### config.mk
export PLATFORM = sky130hd
export DESIGN_NAME = tsms_queue
export DESIGN_NICKNAME = d
export VERILOG_FILES = /design/src/tsms_pkg.sv /design/src/tsms_queue.sv
export SDC_FILE = /design/constraint.sdc
export NUM_CORES = 1
export LEC_CHECK = 0
export ABC_AREA = 1
export BUFFER_PORTS_ARGS = -buffer_cell sky130_fd_sc_hd__buf_2
export CAP_MARGIN = 20
export CORE_AREA = 2 2 416 418
export DETAILED_ROUTE_END_ITERATION = 10
export DIE_AREA = 0 0 418 420
export PLACE_DENSITY = 0.32
export SYNTH_ARGS = -nofsm -noshare
export SYNTH_HDL_FRONTEND = slang
export SYNTH_SLANG_ARGS = --single-unit
### constraint.sdc
create_clock -name i_clk -period 0.8 [get_ports i_clk]
set_input_delay 0.04 -clock i_clk [delete_from_list [all_inputs] [get_ports i_clk]]
set_output_delay 0.04 -clock i_clk [all_outputs]
set_load 0.005 [all_outputs]
### src/tsms_pkg.sv
// Shared types, constants and arithmetic helpers for the max-plus surprise memory scan.
// Imported by every module of the block; depends on nothing.
package tsms_pkg;

    // Signed Q8.8 word
    typedef logic signed [15:0] t_q88;

    // Per-step control carried from the front end to the back end
    typedef struct packed {
        logic clear;
        t_q88 gain;
    } t_step_ctl;

    // Back-end sequencer states
    typedef enum logic [2:0] {
        BK_IDLE,
        BK_PRED,
        BK_UPD,
        BK_READ,
        BK_EMIT
    } t_back_state;

    // Clamp a wide signed value to the Q8.8 range
    function automatic t_q88 sat16(input logic signed [63:0] x);
        t_q88 r;
        if (x > 64'sd32767) begin
            r = 16'sh7fff;
        end else if (x < -64'sd32768) begin
            r = 16'sh8000;
        end else begin
            r = 16'(x);
        end
        return r;
    endfunction

    // round(65536 / sqrt(dim)) as unsigned Q1.16, evaluated at elaboration
    function automatic logic [16:0] inv_root(input int unsigned dim);
        longint unsigned lo;
        longint unsigned hi;
        longint unsigned mid;
        longint unsigned t;
        lo = 0;
        hi = 65536;
        while (lo < hi) begin
            mid = (lo + hi) >> 1;
            t   = 2 * mid + 1;
            if (t * t * longint'(dim) >= (64'd1 << 34)) begin
                hi = mid;
            end else begin
                lo = mid + 1;
            end
        end
        return 17'(lo);
    endfunction

endpackage

### src/tsms_queue.sv
// One-entry step queue between the front end and the back end.
// Depends on tsms_pkg.
module tsms_queue
    import tsms_pkg::*;
#(
    parameter int unsigned DIM = 8
) (
    input  logic                  i_clk,
    input  logic                  i_rst_n,
    input  logic                  i_push,
    input  logic                  i_pop,
    input  t_step_ctl             i_ctl,
    input  logic [DIM-1:0][15:0]  i_qv,
    input  logic [DIM-1:0][15:0]  i_kv,
    input  logic [DIM-1:0][15:0]  i_vv,
    input  logic [DIM-1:0][15:0]  i_fv,
    output logic                  o_full,
    output t_step_ctl             o_ctl,
    output logic [DIM-1:0][15:0]  o_qv,
    output logic [DIM-1:0][15:0]  o_kv,
    output logic [DIM-1:0][15:0]  o_vv,
    output logic [DIM-1:0][15:0]  o_fv
);

    logic r_full;

    assign o_full = r_full;

    // Occupancy
    always_ff @(posedge i_clk) begin
        if (!i_rst_n) begin
            r_full <= 1'b0;
        end else if (i_push) begin
            r_full <= 1'b1;
        end else if (i_pop) begin
            r_full <= 1'b0;
        end
    end

    // Entry storage
    always_ff @(posedge i_clk) begin
        if (i_push) begin
            o_ctl <= i_ctl;
            o_qv  <= i_qv;
            o_kv  <= i_kv;
            o_vv  <= i_vv;
            o_fv  <= i_fv;
        end
    end

endmodule

Yosys cells after proc, flatten, opt, wreduce, memory -nomap -nowiden
Cells that the tools add are included.
Widths: inputs -> output; s select.
{"block": "totals", "reg_bits": 530, "input_bits": 533, "out_inout_bits": 530, "word_cells": 38}
{"block": "op_classes", "muxes": 2, "n_reduce_logical": 1}
{"cell": "$mux 1", "count": 2}
{"cell": "$reduce_bool 2->1", "count": 1}

Longest topological paths before layout
{"block": "depth", "word_depth": 2, "ltp_mapped": 3, "depth_no_buf": 3}

Worst setup path before layout
Ideal clock, no wire load.
{"block": "synth_path", "path_kind": "register to register", "from": "register o_full (netlist name)", "to": "register r_full, in the netlist o_full", "setup_ps": 66, "arrival_time_ps": 474, "required_time_ps": 734, "path_slack_ps": 260, "path_stages_with_launch": 3, "path_cell_list": "dfxtp_1 nand2_1 a21oi_2"}
{"item": "end signal, assigned", "line": "tsms_queue.sv:32", "source": "r_full <= 1'b0;"}
{"item": "end signal, assigned", "line": "tsms_queue.sv:34", "source": "r_full <= 1'b1;"}
{"item": "end signal, assigned", "line": "tsms_queue.sv:36", "source": "r_full <= 1'b0;"}
{"item": "end, declared", "line": "tsms_queue.sv:25", "source": "logic r_full;"}

Worst setup path in the final report
{"block": "layout_path", "from": "register o_qv[98] (netlist name)", "to": "output port o_qv[98] (netlist name)"}
{"item": "start, declared", "line": "tsms_queue.sv:19", "source": "output logic [DIM-1:0][15:0] o_qv,"}
{"item": "start signal, assigned", "line": "tsms_queue.sv:44", "source": "o_qv <= i_qv;"}
No word-level cell between the ends.

==> results.md <==
### Cells and area
- Non-Filler Instances: 4,764
- fin util: 20.3%
- area grow syn2layout: 118%
- share of layout cells above drive strength 1: 48.1%
- number of nets in the final layout: 2,997

### Die
- Core Area: 0.171 mm^2
- die extent in y: 420 um
- floorplan die width: 418 um
- initial standard-cell utilization of the core: 9.32%
- row count: 152
- die area: 0.176 mm^2
- I/O pins: 1,063

### Synthesis
- warning count from the yosys run: 0
- Cell Area, Synth: 0.0159 mm^2
- average instance area after synthesis: 29.8 um^2
- distinct cell type count after synthesis: 5
- total nets after synthesis: 1,068
- cells after synthesis: 535
- post-synth top area cell: sky130_fd_sc_hd__edfxtp_1
- proportion of register bits with asynchronous set or reset after synthesis: 0%
- number of flip-flops and latches in the synthesized netlist: 530
- Seq/Total Area, Yosys: 99.9%
- Yosys top cell area share: 99.7%
- most frequent cell after synthesis: sky130_fd_sc_hd__edfxtp_1
- biggest area contributors in the synthesized netlist: sky130_fd_sc_hd__edfxtp_1, sky130_fd_sc_hd__dfxtp_1, sky130_fd_sc_hd__inv_1, sky130_fd_sc_hd__a21oi_2, sky130_fd_sc_hd__nand2_1
- Post-synth EDFFs: 529
- leading post-synthesis cells by instance count: sky130_fd_sc_hd__edfxtp_1, sky130_fd_sc_hd__inv_1, sky130_fd_sc_hd__a21oi_2, sky130_fd_sc_hd__dfxtp_1, sky130_fd_sc_hd__nand2_1
- most used flip-flop cell after synthesis: sky130_fd_sc_hd__edfxtp_1

### Place
- Placer Congestion: 0.834
- instance count after placement with tap cells included: 3,877
- dpl hpwl: 73.7 mm
- quantity of I/O buffers inserted on ports: 1,062

### Drt
- mean routed wirelength per cell: 19.6 um
- total number of vias: 13,600
- Remaining DRCs: 0
- average vias per placed instance: 2.86
- final routed wirelength across all metal layers: 93.3 mm
- count of nets left with antenna violations after detail routing: 0
- detailed-routing iteration count for the pre-antenna-repair pass: 4
- initial DRC count: 616

### Global routing
- number of antenna violations at the first check in global routing: 56
- total global routing track utilization: 10.0%
- GRT Residual Overflow: 0
- first-pass GRT wire length: 119 mm
- largest net degree at the start of global routing: 34
- via count of the first global-routing pass: 14,300

### Timing
- Final Hold Slack: 92.7 ps
- final worst-path cycle share: 180%
- Max Clk Rate: 695 MHz
- Max Transition Viols Final: 0
- Slew HR: 63.7%
- Setup WS post-layout: -639 ps
- final critical path time including I/O delays and setup: 1440 ps
- Final TNS setup: -416,910 ps
- transition at the pin with the smallest max-transition slack: 543 ps
- post-route clock skew: 0 ps
- endpoints failing setup: 1,259
- count of endpoints failing hold in the final timing report: 0
- unrepaired setup endpoints after global routing: true

### Flow run
- number of max-cap violations: 0

### Clock tree
- H-tree Lvls: 3
- Max Root-Sink Buffers: 3
- post-CTS repair timing setup buffer count: 0
- CTS tree: yes
- CTS clock-pin slew for the worst setup and hold paths: 60 ps
- Root Buffer Master: sky130_fd_sc_hd__clkbuf_16
- Num CTS Buffers: 71
- sink count of the clock tree: 530
- Clock Latency Late Sink: 670 ps

### Status
- failing checks: negative setup slack
- run status: finished with violations

### Pwr
- total power after layout: 73.9 mW
- leakage: 14.0 nW
- worst vdd ir: 1570 uV
- power density over the cells: 2130 mW/mm^2

### Worst setup path
- worst endpoint data arrival time: 1400 ps
- Slowest Stage Delay on Critical Path: 520 ps
- peak fanout along the critical path: 1
- total buffers and inverters traversed by the critical path: 1
- type of the setup path with the least slack: reg -> out
- standard cell with the maximum stage delay on the critical path: sky130_fd_sc_hd__edfxtp_1
- Setup crit end kind: primary output
- startpoint types: register
- required time at the endpoint of the critical path: 760 ps
- category of cells accounting for the largest share of critical-path delay: flip-flops
- critical path, cell by cell: buf_2

### Worst hold path
- Hold Path Class: in -> reg

[area by class of cell]
| type | count | area [um^2] |
|---|---|---|
| Fill cell | 18400 | 136000 |
| Sequential cell | 530 | 15900 |
| Timing Repair Buffer | 1856 | 13700 |
| Tap cell | 2233 | 2790 |
| Clock buffer | 86 | 1880 |
| Clock inverter | 41 | 354 |
| Antenna cell | 13 | 32.5 |
| Multi-Input combinational cell | 2 | 12.5 |
| Inverter | 3 | 11.3 |
[routing by layer]
metal	global-route usage (%)	vias up	part of all wire [%]
met3	4.36	154	8.9
met1	11.0	6747	37
met5	0	-	0.060
met4	2.99	8	2.5
met2	17.4	640	52
li1	-	6099	-
[layout by cell type (no fill, tap or decap), drive strengths merged]
master       count
bufinv           3
dlygate4sd3    747
nand2            1
clkinvlp         5
buf           1109
inv              9
clkinv          27
diode           13
dfxtp            1
a21oi            1
clkbuf          86
edfxtp         529
[stage by stage]
stage	cell area (um^2)	worst slack [ps]
finish	34600	-639
global route	34600	-742
CTS	34500	-728
detailed placement	24600	-299
global placement	24600	-290
floorplan	15900	260
[flip-flops by register name (all words and copies together) (netlist names)]
name,count
o_ctl,17
o_full,1
o_fv,128
o_kv,128
o_qv,128
o_vv,128
[timing repair]
item,4_1_cts,5_1_grt
hold buffers,747,1
endpoints found under the setup margin,530,1060
resized for setup,53,37
endpoints found under the hold margin,850,222
gates cloned,0,0
[logic make-up (layout without fill, tap and decap cells)]
group                  count (synthesis)  after routing  share of synthesized area, %
AO/OA/AOI/OAI                          1              1                        0.0550
buffers and inverters                  3           1986                        0.0707
flip-flops                           530            530                          99.9
other                                  0             13                             0
AND/OR/NAND/NOR                        1              1                        0.0235
[power breakdown]
part           switching (mW)  total, mW  internal, mW
Sequential              0.825       33.9          33.0
Combinational            3.79       8.91          5.12
Clock                    13.4       31.2          17.8
[final timing paths]
kind | endpoint | startpoint | slack [ps] | depth (start not counted)
worst min-delay path | o_fv[116] | i_fv[116] | 90 | 2
worst max-delay path | o_qv[98] | o_qv[98] | -640 | 1
worst max register to register | o_full | o_full | 230 | 2
worst min register to register | o_full | o_full | 480 | 2
Power figures use the tool's default switching activity.
