## src/tsms_pkg.sv

```systemverilog
// Shared types, constants and arithmetic helpers for the max-plus surprise memory scan.
// Imported by every module of the block; depends on nothing.
package tsms_pkg;

    // Signed Q8.8 word
    typedef logic signed [15:0] t_q88;

    // Per-step control carried from the front end to the back end
    typedef struct packed {
        logic clear;
        t_q88 gain;
    } t_step_ctl;

    // Back-end sequencer states
    typedef enum logic [2:0] {
        BK_IDLE,
        BK_PRED,
        BK_UPD,
        BK_READ,
        BK_EMIT
    } t_back_state;

    // Clamp a wide signed value to the Q8.8 range
    function automatic t_q88 sat16(input logic signed [63:0] x);
        t_q88 r;
        if (x > 64'sd32767) begin
            r = 16'sh7fff;
        end else if (x < -64'sd32768) begin
            r = 16'sh8000;
        end else begin
            r = 16'(x);
        end
        return r;
    endfunction

    // round(65536 / sqrt(dim)) as unsigned Q1.16, evaluated at elaboration
    function automatic logic [16:0] inv_root(input int unsigned dim);
        longint unsigned lo;
        longint unsigned hi;
        longint unsigned mid;
        longint unsigned t;
        lo = 0;
        hi = 65536;
        while (lo < hi) begin
            mid = (lo + hi) >> 1;
            t   = 2 * mid + 1;
            if (t * t * longint'(dim) >= (64'd1 << 34)) begin
                hi = mid;
            end else begin
                lo = mid + 1;
            end
        end
        return 17'(lo);
    endfunction

endpackage

```

## src/tsms_front.sv

```systemverilog
// Front end: accepts element transfers, collects one step's vectors and pushes them.
// Depends on tsms_pkg.
module tsms_front
    import tsms_pkg::*;
#(
    parameter int unsigned DIM = 8
) (
    input  logic                  i_clk,
    input  logic                  i_rst_n,
    input  logic                  i_in_valid,
    output logic                  o_in_stall,
    input  logic                  i_sequence_start,
    input  t_q88                  i_q_value,
    input  t_q88                  i_k_value,
    input  t_q88                  i_v_value,
    input  t_q88                  i_forget_value,
    input  t_q88                  i_write_gain,
    input  logic                  i_q_full,
    output logic                  o_push,
    output t_step_ctl             o_ctl,
    output logic [DIM-1:0][15:0]  o_qv,
    output logic [DIM-1:0][15:0]  o_kv,
    output logic [DIM-1:0][15:0]  o_vv,
    output logic [DIM-1:0][15:0]  o_fv
);

    localparam int unsigned IW = (DIM > 1) ? $clog2(DIM) : 1;
    localparam logic [IW-1:0] LastIx = IW'(DIM - 1);

    logic [IW-1:0] r_cnt;
    logic          r_clr;
    t_q88          r_qb [DIM];
    t_q88          r_kb [DIM];
    t_q88          r_vb [DIM];
    t_q88          r_fb [DIM];
    logic          w_accept;
    logic          w_last;

    // Hold off the last element while the queue slot is taken
    assign w_last     = (r_cnt == LastIx);
    assign o_in_stall = w_last && i_q_full;
    assign w_accept   = i_in_valid && !o_in_stall;
    assign o_push     = w_accept && w_last;

    // Element counter and sticky clear request
    always_ff @(posedge i_clk) begin
        if (!i_rst_n) begin
            r_cnt <= '0;
            r_clr <= 1'b0;
        end else if (w_accept) begin
            if (w_last) begin
                r_cnt <= '0;
                r_clr <= 1'b0;
            end else begin
                r_cnt <= r_cnt + 1'b1;
                r_clr <= r_clr | i_sequence_start;
            end
        end
    end

    // Collect element values
    always_ff @(posedge i_clk) begin
        if (w_accept) begin
            r_qb[r_cnt] <= i_q_value;
            r_kb[r_cnt] <= i_k_value;
            r_vb[r_cnt] <= i_v_value;
            r_fb[r_cnt] <= i_forget_value;
        end
    end

    // Assemble the step, the last element straight from the ports
    always_comb begin
        for (int e = 0; e < DIM; e++) begin
            if (e == DIM - 1) begin
                o_qv[e] = i_q_value;
                o_kv[e] = i_k_value;
                o_vv[e] = i_v_value;
                o_fv[e] = i_forget_value;
            end else begin
                o_qv[e] = r_qb[e];
                o_kv[e] = r_kb[e];
                o_vv[e] = r_vb[e];
                o_fv[e] = r_fb[e];
            end
        end
        o_ctl.clear = r_clr | i_sequence_start;
        o_ctl.gain  = i_write_gain;
    end

endmodule

```

## config.mk

```make
export PLATFORM = sky130hd
export DESIGN_NAME = tsms_front
export DESIGN_NICKNAME = d
export VERILOG_FILES = /design/src/tsms_pkg.sv /design/src/tsms_front.sv
export SDC_FILE = /design/constraint.sdc
export NUM_CORES = 1
export LEC_CHECK = 0
export BUFFER_PORTS_ARGS = -buffer_cell sky130_fd_sc_hd__buf_2
export CAP_MARGIN = 20
export CELL_PAD_IN_SITES_DETAIL_PLACEMENT = 0
export CELL_PAD_IN_SITES_GLOBAL_PLACEMENT = 1
export CORE_AREA = 2 2 241 243
export CTS_BUF_LIST = sky130_fd_sc_hd__clkbuf_4
export DETAILED_ROUTE_END_ITERATION = 10
export DIE_AREA = 0 0 243 245
export PLACE_DENSITY_LB_ADDON = 0.3
export SLEW_MARGIN = 30
export SYNTH_ARGS = -nofsm -noshare
export SYNTH_HDL_FRONTEND = slang
export SYNTH_SLANG_ARGS = --single-unit
```

## constraint.sdc

```tcl
create_clock -name i_clk -period 6.63 [get_ports i_clk]
set_input_delay 0.663 -clock i_clk [delete_from_list [all_inputs] [get_ports i_clk]]
set_output_delay 0.663 -clock i_clk [all_outputs]
set_load 0.01 [all_outputs]
```

After elaboration in Yosys (flattened, before gate mapping)
Memory sizes are Yosys's and may differ from the RTL's.
Cells that the tools add are included.
{"block": "word_totals", "elab_cells": 17, "out_inout_bits": 531, "reg_bits": 4, "mem_count": 4, "input_bits": 85, "mem_bits_rw": 512}
{"memory": "r_fb", "words": 8, "word_bits": 16, "read_ports": 7, "rd_ports_with_merged_regs": 0, "wr": 1, "line_no": "tsms_front.sv:35", "rtl": "t_q88 r_fb [DIM];"}
{"memory": "r_kb", "words": 8, "word_bits": 16, "read_ports": 7, "rd_ports_with_merged_regs": 0, "wr": 1, "line_no": "tsms_front.sv:33", "rtl": "t_q88 r_kb [DIM];"}
{"memory": "r_qb", "words": 8, "word_bits": 16, "read_ports": 7, "rd_ports_with_merged_regs": 0, "wr": 1, "line_no": "tsms_front.sv:32", "rtl": "t_q88 r_qb [DIM];"}
{"memory": "r_vb", "words": 8, "word_bits": 16, "read_ports": 7, "rd_ports_with_merged_regs": 0, "wr": 1, "line_no": "tsms_front.sv:34", "rtl": "t_q88 r_vb [DIM];"}
{"block": "classes", "addsub": 1, "eq_ne": 1, "n_bitwise": 1, "n_reduce_logical": 4, "muxes": 4}
{"cell": "adder 3 x 1 -> 3 bit (second input constant)", "n": 1}
{"cell": "equality test 3 bit (second input constant)", "n": 1}
{"cell": "logical AND 1 bit", "n": 3}
{"cell": "two-way mux 1 bit", "n": 3}
{"cell": "two-way mux 3 bit", "n": 1}
{"cell": "logical NOT 1 bit", "n": 1}
{"cell": "OR 1 bit", "n": 1}

Depth between registers and ports, before layout
{"block": "logic_depth", "depth_word": 6, "mapped_depth": 4, "mapped_depth_nobuf": 4}

Worst setup path before layout
OpenSTA, ideal clock, no wires.
{"block": "synth_timing", "path_type": "flip-flop to flip-flop", "from": "register r_cnt[1]", "to": "memory r_fb[2][0] in the netlist's numbering (enable)", "period_less_slack_ns": 5.995, "required_time_ns": 6.065, "path_slack_ns": 0.635, "path_buffers": 0, "stages_incl_launch_ff": 5, "setup_ns": 0.565, "arrival_time_ns": 5.429, "cell_sequence": "dfxtp_1 ha_1 ha_1 a21o_2 nor3_1"}
{"block": "synth_between", "elab_chain_len": 6}
{"item": "start, declared", "line_no": "tsms_front.sv:30", "rtl": "logic [IW-1:0] r_cnt;"}
{"item": "start signal, assigned", "line_no": "tsms_front.sv:55", "rtl": "r_cnt <= r_cnt + 1'b1;"}
{"item": "equality test 3 bit", "line_no": "tsms_front.sv:40", "rtl": "assign w_last = (r_cnt == LastIx);"}
{"item": "logical AND 1 bit", "line_no": "tsms_front.sv:41", "rtl": "assign o_in_stall = w_last && i_q_full;"}
{"item": "logical NOT 1 bit", "line_no": "tsms_front.sv:42", "rtl": "assign w_accept = i_in_valid && !o_in_stall;"}
{"item": "logical AND 1 bit", "line_no": "tsms_front.sv:42"}
{"item": "two-way mux 1 bit", "line_no": "tsms_front.sv:63", "rtl": "if (w_accept) begin"}
{"item": "two-way mux 1 bit (implied by the code)", "line_no": "tsms_front.sv:67", "rtl": "r_fb[r_cnt] <= i_forget_value;"}
{"item": "end, declared", "line_no": "tsms_front.sv:35"}
Several ways; a longest one is shown, not always the timed one.

Final worst setup path
{"block": "layout_timing", "from": "register r_cnt[1]", "to": "memory r_qb[0][0] in the netlist's numbering (enable)"}
{"block": "layout_between", "elab_chain_len": 6}
{"item": "equality test 3 bit", "line_no": "tsms_front.sv:40"}
{"item": "logical AND 1 bit", "line_no": "tsms_front.sv:41"}
{"item": "logical NOT 1 bit", "line_no": "tsms_front.sv:42"}
{"item": "logical AND 1 bit", "line_no": "tsms_front.sv:42"}
{"item": "two-way mux 1 bit", "line_no": "tsms_front.sv:63"}
{"item": "two-way mux 1 bit (implied by the code)", "line_no": "tsms_front.sv:64", "rtl": "r_qb[r_cnt] <= i_q_value;"}
{"item": "end, declared", "line_no": "tsms_front.sv:32"}
Several ways; a longest one is shown, not always the timed one.

==> summary.txt <==
Outcome
  – Result of the run: complete, no violations

CTS
  – TritonCTS clock tree: yes
  – Clock Pin Slew Worst Setup and Hold Paths: 60 ps
  – H-tree depth: 3
  – Number of buffers created by CTS: 114
  – Worst skew pair latency: 820 ps
  – Clock tree buffer depth: 3
  – CTS Root Buffer Type: sky130_fd_sc_hd__clkbuf_4
  – Number of clock sinks: 452

Synth
  – Netlist Area Pre-Place: 14400 um2
  – Synth top area share: 93.7%
  – Cell taking the most area after synthesis: sky130_fd_sc_hd__edfxtp_1
  – Top area cells in the synthesized netlist: sky130_fd_sc_hd__edfxtp_1 (94%), sky130_fd_sc_hd__buf_4 (4.2%), sky130_fd_sc_hd__dfxtp_1 (0.56%)
  – Mapped Nets: 651
  – Mapped Cells: 564
  – Number of flip-flops and latches in the synthesized netlist: 452
  – Most used flip-flop cell after synthesis: sky130_fd_sc_hd__edfxtp_1
  – Synth top cells by count: sky130_fd_sc_hd__edfxtp_1 (448), sky130_fd_sc_hd__buf_4 (80), sky130_fd_sc_hd__nand2_1 (7)
  – Average instance area after synthesis: 25.5 um2
  – Yosys warnings: 0
  – Part of the Yosys area used for sequential elements: 94.2%
  – Most frequent cell after synthesis: sky130_fd_sc_hd__edfxtp_1
  – Number of synthesized flops with an enable pin: 448
  – Distinct cells, synth: 21
  – Async SR Flop Fraction: 0%

Global route
  – GR Util All Layers: 12.4%
  – Number of global-route vias before repair: 8051
  – Total gr overflow: 0
  – Global-route wire length before repair: 53900 um
  – Number of antenna violations at the first check in global routing: 2
  – Maximum number of pins on one net before global-route repair: 65

Drt
  – Vias per cell: 3.86
  – Number of nets with antenna violations after detailed routing: 0
  – First-pass detailed-route iteration total: 5
  – Total routed wire length on the met1 layer: 14900 um
  – Met2 wire length: 19800 um
  – Total wire length after detailed routing: 38700 um
  – Number of remaining DRC errors: 0
  – Uppermost metal layer occupied by signal nets: met4
  – 1st-iter DRT viols: 344
  – Average detailed-routed wire length per instance: 18.6 um
  – Total number of vias: 8007
  – Met3 wire len: 3240 um

Worst setup path
  – Last element of the critical path: r_qb[0][0]
  – Number of cell instances on the worst register-to-register path: 6
  – Worst reg2reg path endpoint: r_qb[0][0]
  – Ordered list of cells on the worst path: ha_1 -> ha_1 -> a21o_2 -> nor4b_4 -> buf_4 -> buf_4
  – Sort of element at the end of the critical path: register
  – WP depth: 6
  – Type of origin of the critical path: register
  – Worst stage delay on the critical path: 580 ps
  – Critical setup path kind: register to register
  – Largest fanout on the critical path: 33
  – Data required time at the worst endpoint: 7030 ps
  – Data arrival time of the critical path: 3430 ps
  – Critical path's slowest cell: sky130_fd_sc_hd__buf_4
  – Worst path top cell family by delay: buffers and inverters
  – Worst r2r src: r_cnt[1]
  – Worst reg2reg setup slack: 3610 ps
  – Number of buffers and inverters on the critical path: 2
  – Critical Path Source: r_cnt[1]

STA
  – Actual slew at the worst max-slew pin: 826 ps
  – Final number of hold-violating endpoints: 0
  – Final setup TNS: 0 ps
  – Tightest hold margin: 140 ps
  – Max Clk Rate: 0.331 GHz
  – Max-slew violations: 0
  – Clock Skew: 55.3 ps
  – Final clock period utilization by the worst path: 45.6%
  – Period minus WS final: 3020 ps
  – RSZ-0062 raised after global routing: no
  – Setup-failing EPs final: 0
  – Worst Setup Slack, final: 3610 ps
  – Worst slew margin relative to its limit: 44.9%

Floorplan
  – Area of the core: 57000 um2
  – Io pins: 616
  – Starting Density: 25.2%
  – Die Span Y: 245 um
  – Die area: 59500 um2
  – Die boundary width: 243 um
  – Total number of placement rows: 88

Placed design
  – Final weighted congestion in routability-driven placement: 0.759
  – Input/output buffers: 583
  – HPWL after detailed placement: 25000 um
  – Setup WS pre-CTS: 3630 ps

Cells and area
  – Number of nets in the layout: 1306
  – Share of cells above drive strength 1: 60.0%
  – Synth-to-Final Area Change: 35.8%

Power
  – Pleak: 7.55 nW
  – Worst-case vdd ir drop: 170 uV
  – Areal power density over the cells: 296 nW/um2

Run
  – Number of max-cap violations: 0

Min path
  – Class of the worst hold path: input port to register
## through the flow
stage	utilization [%]	cell area [um2]	power, mW	cells
6_report	34.2	19500	5.76	2073
5_1_grt	34.2	19500	6.04	2073
4_1_cts	34.2	19500	5.88	2069
3_5_place_dp	31.2	17800	3.56	1843
3_3_place_gp	31.1	17800	3.55	1841
2_1_floorplan	-	14400	3.42	564
## sequential cells by signal (all words and copies together), names as in the netlist
signal,flops
r_vb,112
r_clr,1
r_fb,112
r_cnt,3
r_kb,112
r_qb,112
## worst min-delay path by stage
stage                        from          end  slack [ps]  cells past startpoint
floorplan                   r_clr        r_clr         460                      2
global placement            r_clr        r_clr         480                      2
detailed placement          r_clr        r_clr         480                      2
CTS                 i_q_value[11]  r_qb[0][11]         0.2                      1
global route         i_q_value[2]   r_qb[0][2]          10                      1
finish               i_k_value[6]   r_kb[0][6]         140                      1
## layer usage
metal	global-route usage, %	up-vias
met1	13.9	4018
met4	4.85	0
met5	0	-
met2	20.9	397
met3	5.16	59
li1	-	3533
## cells in the final DEF (no fill, tap or decap)
master and count:
sky130_fd_sc_hd__nor3_2 2, sky130_fd_sc_hd__buf_16 2, sky130_fd_sc_hd__dfxtp_1 4, sky130_fd_sc_hd__nand3b_1 1, sky130_fd_sc_hd__buf_2 583, sky130_fd_sc_hd__nor2_4 3
sky130_fd_sc_hd__o32ai_1 2, sky130_fd_sc_hd__nand3_1 1, sky130_fd_sc_hd__a21o_2 1, sky130_fd_sc_hd__nand2_1 7, sky130_fd_sc_hd__a21bo_1 1, sky130_fd_sc_hd__buf_4 6
sky130_fd_sc_hd__dlygate4sd3_1 25, sky130_fd_sc_hd__clkinv_1 26, sky130_fd_sc_hd__a21boi_2 1, sky130_fd_sc_hd__inv_6 4, sky130_fd_sc_hd__a21oi_1 1, sky130_fd_sc_hd__nor4b_4 2
sky130_fd_sc_hd__ha_1 2, sky130_fd_sc_hd__nor2b_1 1, sky130_fd_sc_hd__clkbuf_4 163, sky130_fd_sc_hd__mux2i_1 2, sky130_fd_sc_hd__inv_2 3, sky130_fd_sc_hd__bufinv_16 1
sky130_fd_sc_hd__or2_2 1, sky130_fd_sc_hd__edfxtp_1 448, sky130_fd_sc_hd__buf_6 3, sky130_fd_sc_hd__diode_2 4, sky130_fd_sc_hd__nand2b_1 1, sky130_fd_sc_hd__clkinv_2 5
sky130_fd_sc_hd__and2_2 2
## area by class of cell
type	instances	area [um2]
Fill cell	5618	37500
Tap cell	765	957
Antenna cell	4	10.0
Inverter	1	3.75
Clock inverter	38	195
Clock buffer	163	1220
Timing Repair Buffer	619	3300
Multi-Input combinational cell	31	272
Sequential cell	452	13500
## cell families after synthesis
kind of cell | share of synthesized area [%]
flops | 94.2
buf+inv | 4.21
mux | 0.139
simple gates | 0.863
fa+ha+maj | 0.174
compound gates | 0.366
## where the power goes
part | leakage (nW) | switching (mW) | internal, mW
Combinational | 2.59 | 0.182 | 0.0836
Sequential | 4.11 | 0.0152 | 3.22
Clock | 0.851 | 1.09 | 1.17
## repair_timing
item | CTS | global route
endpoints found under the hold margin | 140 | 0
setup endpoints to repair | 0 | 0
hold buffers | 25 | 0
buffers inserted | 0 | 0
gates resized for setup | 0 | 0
No activity file was read; power rests on OpenSTA's default activity.
